--- src/csi_pkg.sv ---
// ----------------------------------------------------------------------------
// Cone/sphere intersection test: shared definitions
// Register indexes, reset values, field widths and the cone setup bundle.
// ----------------------------------------------------------------------------
package csi_pkg;

    localparam int COORD_WIDTH_DEFAULT = 16;

    localparam int CFG_DATA_W  = 48;
    localparam int CFG_INDEX_W = 3;
    localparam int AXIS_W      = 16;
    localparam int SPAN_W      = 16;
    localparam int TRIG_W      = 17;
    localparam int INV_W       = 16;

    // Chunk size of the split multiplier.
    localparam int MUL_CHUNK = 16;

    localparam logic [CFG_INDEX_W-1:0] REG_APEX     = 3'd0;
    localparam logic [CFG_INDEX_W-1:0] REG_AXIS     = 3'd1;
    localparam logic [CFG_INDEX_W-1:0] REG_FAR_END  = 3'd2;
    localparam logic [CFG_INDEX_W-1:0] REG_SPAN     = 3'd3;
    localparam logic [CFG_INDEX_W-1:0] REG_COS_SQ   = 3'd4;
    localparam logic [CFG_INDEX_W-1:0] REG_SIN_SQ   = 3'd5;
    localparam logic [CFG_INDEX_W-1:0] REG_INV_SINE = 3'd6;

    localparam logic [CFG_DATA_W-1:0] APEX_RESET     = '0;
    localparam logic [CFG_DATA_W-1:0] AXIS_RESET     = 48'd16384;
    localparam logic [CFG_DATA_W-1:0] FAR_END_RESET  = '0;
    localparam logic [SPAN_W-1:0]     SPAN_RESET     = '0;
    localparam logic [TRIG_W-1:0]     COS_SQ_RESET   = '0;
    localparam logic [TRIG_W-1:0]     SIN_SQ_RESET   = 17'd65536;
    localparam logic [INV_W-1:0]      INV_SINE_RESET = 16'd4096;

    typedef struct packed {
        logic [CFG_DATA_W-1:0] apex_position;
        logic [CFG_DATA_W-1:0] axis_direction;
        logic [CFG_DATA_W-1:0] far_end_position;
        logic [SPAN_W-1:0]     axis_span;
        logic [TRIG_W-1:0]     cos_angle_squared;
        logic [TRIG_W-1:0]     sin_angle_squared;
        logic [INV_W-1:0]      inverse_sine;
    } cone_cfg_t;

endpackage

--- src/csi_cfg.sv ---
// ----------------------------------------------------------------------------
// Cone/sphere intersection test: cone setup registers
// Decodes register writes and holds the cone description.
// ----------------------------------------------------------------------------
module csi_cfg (
    input  logic                             clk,
    input  logic                             rst_n,
    input  logic                             we,
    input  logic [csi_pkg::CFG_INDEX_W-1:0]  index,
    input  logic [csi_pkg::CFG_DATA_W-1:0]   data,
    output csi_pkg::cone_cfg_t               cfg
);
    import csi_pkg::*;

    logic [CFG_DATA_W-1:0] apex_reg;
    logic [CFG_DATA_W-1:0] axis_reg;
    logic [CFG_DATA_W-1:0] far_end_reg;
    logic [SPAN_W-1:0]     span_reg;
    logic [TRIG_W-1:0]     cos_sq_reg;
    logic [TRIG_W-1:0]     sin_sq_reg;
    logic [INV_W-1:0]      inv_sine_reg;

    always_ff @(posedge clk or negedge rst_n)
    begin
        if (!rst_n)
        begin
            apex_reg     <= APEX_RESET;
            axis_reg     <= AXIS_RESET;
            far_end_reg  <= FAR_END_RESET;
            span_reg     <= SPAN_RESET;
            cos_sq_reg   <= COS_SQ_RESET;
            sin_sq_reg   <= SIN_SQ_RESET;
            inv_sine_reg <= INV_SINE_RESET;
        end
        else if (we)
        begin
            case (index)
                REG_APEX:     apex_reg     <= data;
                REG_AXIS:     axis_reg     <= data;
                REG_FAR_END:  far_end_reg  <= data;
                REG_SPAN:     span_reg     <= data[SPAN_W-1:0];
                REG_COS_SQ:   cos_sq_reg   <= data[TRIG_W-1:0];
                REG_SIN_SQ:   sin_sq_reg   <= data[TRIG_W-1:0];
                REG_INV_SINE: inv_sine_reg <= data[INV_W-1:0];
                default:      ;
            endcase
        end
    end

    assign cfg.apex_position     = apex_reg;
    assign cfg.axis_direction    = axis_reg;
    assign cfg.far_end_position  = far_end_reg;
    assign cfg.axis_span         = span_reg;
    assign cfg.cos_angle_squared = cos_sq_reg;
    assign cfg.sin_angle_squared = sin_sq_reg;
    assign cfg.inverse_sine      = inv_sine_reg;

endmodule

--- config.mk ---
export PLATFORM = sky130hd
export DESIGN_NAME = csi_cfg
export DESIGN_NICKNAME = d
export VERILOG_FILES = /design/src/csi_pkg.sv /design/src/csi_cfg.sv
export SDC_FILE = /design/constraint.sdc
export NUM_CORES = 1
export LEC_CHECK = 0
export BUFFER_PORTS_ARGS = -buffer_cell sky130_fd_sc_hd__buf_4
export CORE_UTILIZATION = 40
export DETAILED_ROUTE_END_ITERATION = 8
export GPL_TIMING_DRIVEN = 1
export PLACE_DENSITY = 0.7
export RECOVER_POWER = 25
export SETUP_SLACK_MARGIN = 0.1
export SYNTH_ARGS = -nofsm -noshare
export SYNTH_HDL_FRONTEND = slang
export SYNTH_SLANG_ARGS = --single-unit
--- constraint.sdc ---
create_clock -name clk -period 1.9 [get_ports clk]
set_input_delay 0 -clock clk [delete_from_list [all_inputs] [get_ports clk]]
set_output_delay 0 -clock clk [all_outputs]
set_load 0.02 [all_outputs]
Word level (Yosys, flattened, before mapping)
Cells that the tools add are included.
Word-level totals
  bits in registers: 210
  bits in latches: 0
  memory bits (writable): 0
  bits in read-only memories: 0
  logic and storage cells: 21
  memories: 0
Cells by class
  add/subtract/negate cells: 0
  multipliers: 0
  div/mod/pow operators: 0
  order comparisons: 0
  eq/ne operators: 6
  shift operators: 0
  mux-type cells: 0
  bitwise logic cells: 0
  reductions and logical operators: 8
Operators with widths (count)
  2-bit AND reduction: 7
  3-bit == test (second input constant): 3
  3-bit by 2-bit == test with 1-bit output (second input constant): 2
  3-bit by 1-bit == test with 1-bit output (second input constant): 1
  3-bit zero test: 1

Logic depth before layout (Yosys ltp)
  depth after elaboration: 2
  gate-level depth with buffers: 5
  gate-level depth less buffers: 2

Least setup slack after synthesis
OpenSTA, ideal clock, no wires.
  path type: in2reg
  from: input port we
  to: register cos_sq_reg[10]
  data arrival time: 1080 ps
  required time: 1775 ps
  path slack: 695 ps
  cell stages on the path: 5
  buffers on the path: 3
  path through: buf_2 -> nor4bb_1 -> buf_2 -> buf_6 -> mux2_2
Between the ends
  word-level cells in the longest chain between the ends: 1
Ends and longest elaborated chain
  start: declaration: RTL line csi_cfg.sv:8  | input logic we,
  2-bit AND reduction (no source line)
  end signal: assignment: RTL line csi_cfg.sv:42  | REG_COS_SQ: cos_sq_reg <= data[TRIG_W-1:0];
  end: declaration: RTL line csi_cfg.sv:19  | logic [TRIG_W-1:0] cos_sq_reg;
No other way between the ends.
A chain may end at the register's enable or synchronous reset.

Worst setup path after layout
  from: input port index[0] (netlist name)
  to: register axis_reg[15]
Between the ends
  word-level cells in the longest chain between the ends: 2
Ends and longest elaborated chain
  start: declaration: RTL line csi_cfg.sv:9  | input logic [csi_pkg::CFG_INDEX_W-1:0] index,
  3-bit by 1-bit == test with 1-bit output: RTL line csi_cfg.sv:37  | case (index)
  2-bit AND reduction (no source line)
  end signal: assignment: RTL line csi_cfg.sv:39  | REG_AXIS: axis_reg <= data;
  end: declaration: RTL line csi_cfg.sv:16  | logic [CFG_DATA_W-1:0] axis_reg;
No other way between the ends.

==> reports/results.ini <==
[clock_network]
h-tree-depth = 1
cts_buffers = 23
postCtsResizedCells = 0
clock_tree.buffer_depth = 3
clk-insertion-delay-late_ns = 0.50
root_buffer = clkbuf_16
clkSinkCount = 210
cts.reportedPaths.clkPinSlew_ns = 0.06
tritoncts = done

[timing]
slew_headroom = 0.242
slew_violations = 0
tns_ns = 0
worst-slew-pin-transition_ns = 1.14
grt_setup_unrepaired = false
period_share = 0.837
setup_viol_count_final = 0
finClkSkew_ns = 0
fmax_achieved_ghz = 0.629
fin_ws_ns = 0.310
post-route-min-period_ns = 1.59
hold_viol = 0
final.hold.worst_slack_ns = 0.282

[yosys]
synthAdderAreaFrac = 0
synthMuxAreaShare = 0.313
synth_top_family_by_area = multiplexers
seq_area_frac_synth = 0.655
synth_fp_nets = 502
synthesis.area_mm2 = 0.00803
synthesis.yosys.warnings = 0
synth_simple_gate_area_frac = 0.0118
fraction_of_the_mapped_netlist_area_in_compound_gates = 0
synth_cell_types = 12
yosys.area_share.xor_xnor = 0
postSynthRegisterBits = 210
syn_inst = 448
postSynthAreaPerCell_um2 = 17.9

[setup_path]
crit_path_cell_trace = clkbuf_1 -> and4bb_1 -> clkbuf_2 -> mux2_2
timing.critical_path.from_type = input port
worstPathRequired_ns = 2.28
worst_path_buf_inv = 2
timing.critical_path.slowest_stage_cell = clkbuf_2
critPathKind = input port to flip-flop
cpPeakStageDelay_ns = 0.68
setup.worst_path.end_class = flip-flop
crit_path_max_fanout = 23
timing.critical_path.max_delay_family = buffers and inverters
cp.arrival_ns = 1.97

[finish]
finalNonFillerCells = 1058
mostFrequentLayoutCell = buf_4
sequential_standard_cell_area_mm2 = 0.00526
area_growth_pct = 43.1
final_util = 0.586
fillers = 1523
layout.nets = 831
area_used_by_multi_input_combinational_logic_mm2 = 0.00246
final_cell_area_mm2 = 0.0115
layout-drive-gt1-share = 0.615
layout_common_cells = 263 x buf_4, 207 x dfrtp_1, 169 x mux2_2
number_of_antenna_cells_inserted = 0

[pwr]
power_total_mw = 15.3
leakage_nw = 5.39
powerDensity_mw_per_mm2 = 1330
ir_drop_v = 0.000876

[run_status]
run_status = complete, no violations

[placement]
placedCellCount = 966
pre_cts_slack_ns = 0.391
dpl_hpwl_um = 13400
placed_cell_area_mm2 = 0.0104
place_congestion = 0.750
io_buffer_count = 263

[route]
drtAntennaViolNets = 0
post_drt_via_cell_ratio = 4.78
total_wirelength_of_the_detailed_routed_design_um = 19800
drtPass1Iterations = 4
drt_first_iter_violations = 127
route.vias.total = 5060
routed_wire_length_per_instance_um = 18.7
post-route-drc-count = 0

[floorplanning]
std_cell_core_area_mm2 = 0.0196
start_util = 0.410
die_h_um = 144
row_count = 51
die-width_um = 144
dieArea_mm2 = 0.0206
boundaryPins = 264

[global_routing]
global_route.usage.total = 0.194
grt_pass1_vias = 5662
grt_max_degree = 63
grt_antenna_before_repair = 0
grt_overflow = 0
grt_first_pass_wirelength_um = 30900

[job]
drv_cap = 0

[hold_path]
min-delay-path-class = input port to flip-flop

-- worst paths after layout --
check | startpoint | to | slack, ns | depth (start not counted)
worst max-delay path | index[0] | axis_reg[15] | 0.31 | 4
worst min-delay path | data[37] | axis_reg[37] | 0.28 | 3
worst max register to register | axis_reg[31] | axis_reg[31] | 1.09 | 1
worst min register to register | far_end_reg[42] | far_end_reg[42] | 0.49 | 1
max in group asynchronous | rst_n | far_end_reg[5] | 0.41 | 4
min in group asynchronous | rst_n | sin_sq_reg[5] | 0.53 | 3
-- cells by family (layout without fill, tap and decap cells) --
| family | Yosys count | count (layout) |
|---|---|---|
| muxes | 210 | 210 |
| and+or+nand+nor | 7 | 7 |
| buffers and inverters | 21 | 366 |
| DFF | 210 | 210 |
-- layer usage --
metal / vias up / global-route usage / wire length (µm)
met5: - / 0 / 0
met1: 2565 / 0.223 / 7630
met2: 193 / 0.336 / 9910
met3: 39 / 0.0700 / 1730
li1: 2263 / - / -
met4: 0 / 0.0599 / 547
-- Yosys cell counts --
| master | number | area share |
|---|---|---|
| buf_2 | 11 | 0.0069 |
| nor4b_2 | 1 | 0.0019 |
| mux2_1 | 1 | 0.0014 |
| dfstp_2 | 3 | 0.0098 |
| mux2_4 | 40 | 0.075 |
| buf_6 | 7 | 0.0098 |
| buf_4 | 3 | 0.0028 |
| dfrtp_1 | 207 | 0.65 |
| and4bb_1 | 2 | 0.0031 |
| nor4bb_1 | 1 | 0.0012 |
| nand4b_2 | 3 | 0.0056 |
| mux2_2 | 169 | 0.24 |
-- tightest hold or removal path, cell delays in order --
cell	delay [ns]
dlygate4sd3_1	0.52
buf_4	0.11
mux2_1	0.11
-- where the power goes --
| group | internal, mW | switching [mW] | leakage [nW] |
|---|---|---|---|
| logic | 2.07 | 2.23 | 2.45 |
| registers | 5.47 | 0.575 | 2.52 |
| clock network | 3.19 | 1.74 | 0.421 |
-- layout make-up --
class | instances | area share
multi-input cells | 217 | 0.215
clock buffers | 30 | 0.0559
flip-flops and latches | 210 | 0.458
well taps | 265 | 0.0289
repair buffers | 325 | 0.224
clock inverters | 11 | 0.0185
-- timing repair --
action | 4_1_cts | 5_1_grt
setup buffers | 0 | 0
endpoints found under the hold margin | 417 | 0
hold buffers | 51 | 0
Note: power is estimated with default switching activity, not from simulation.
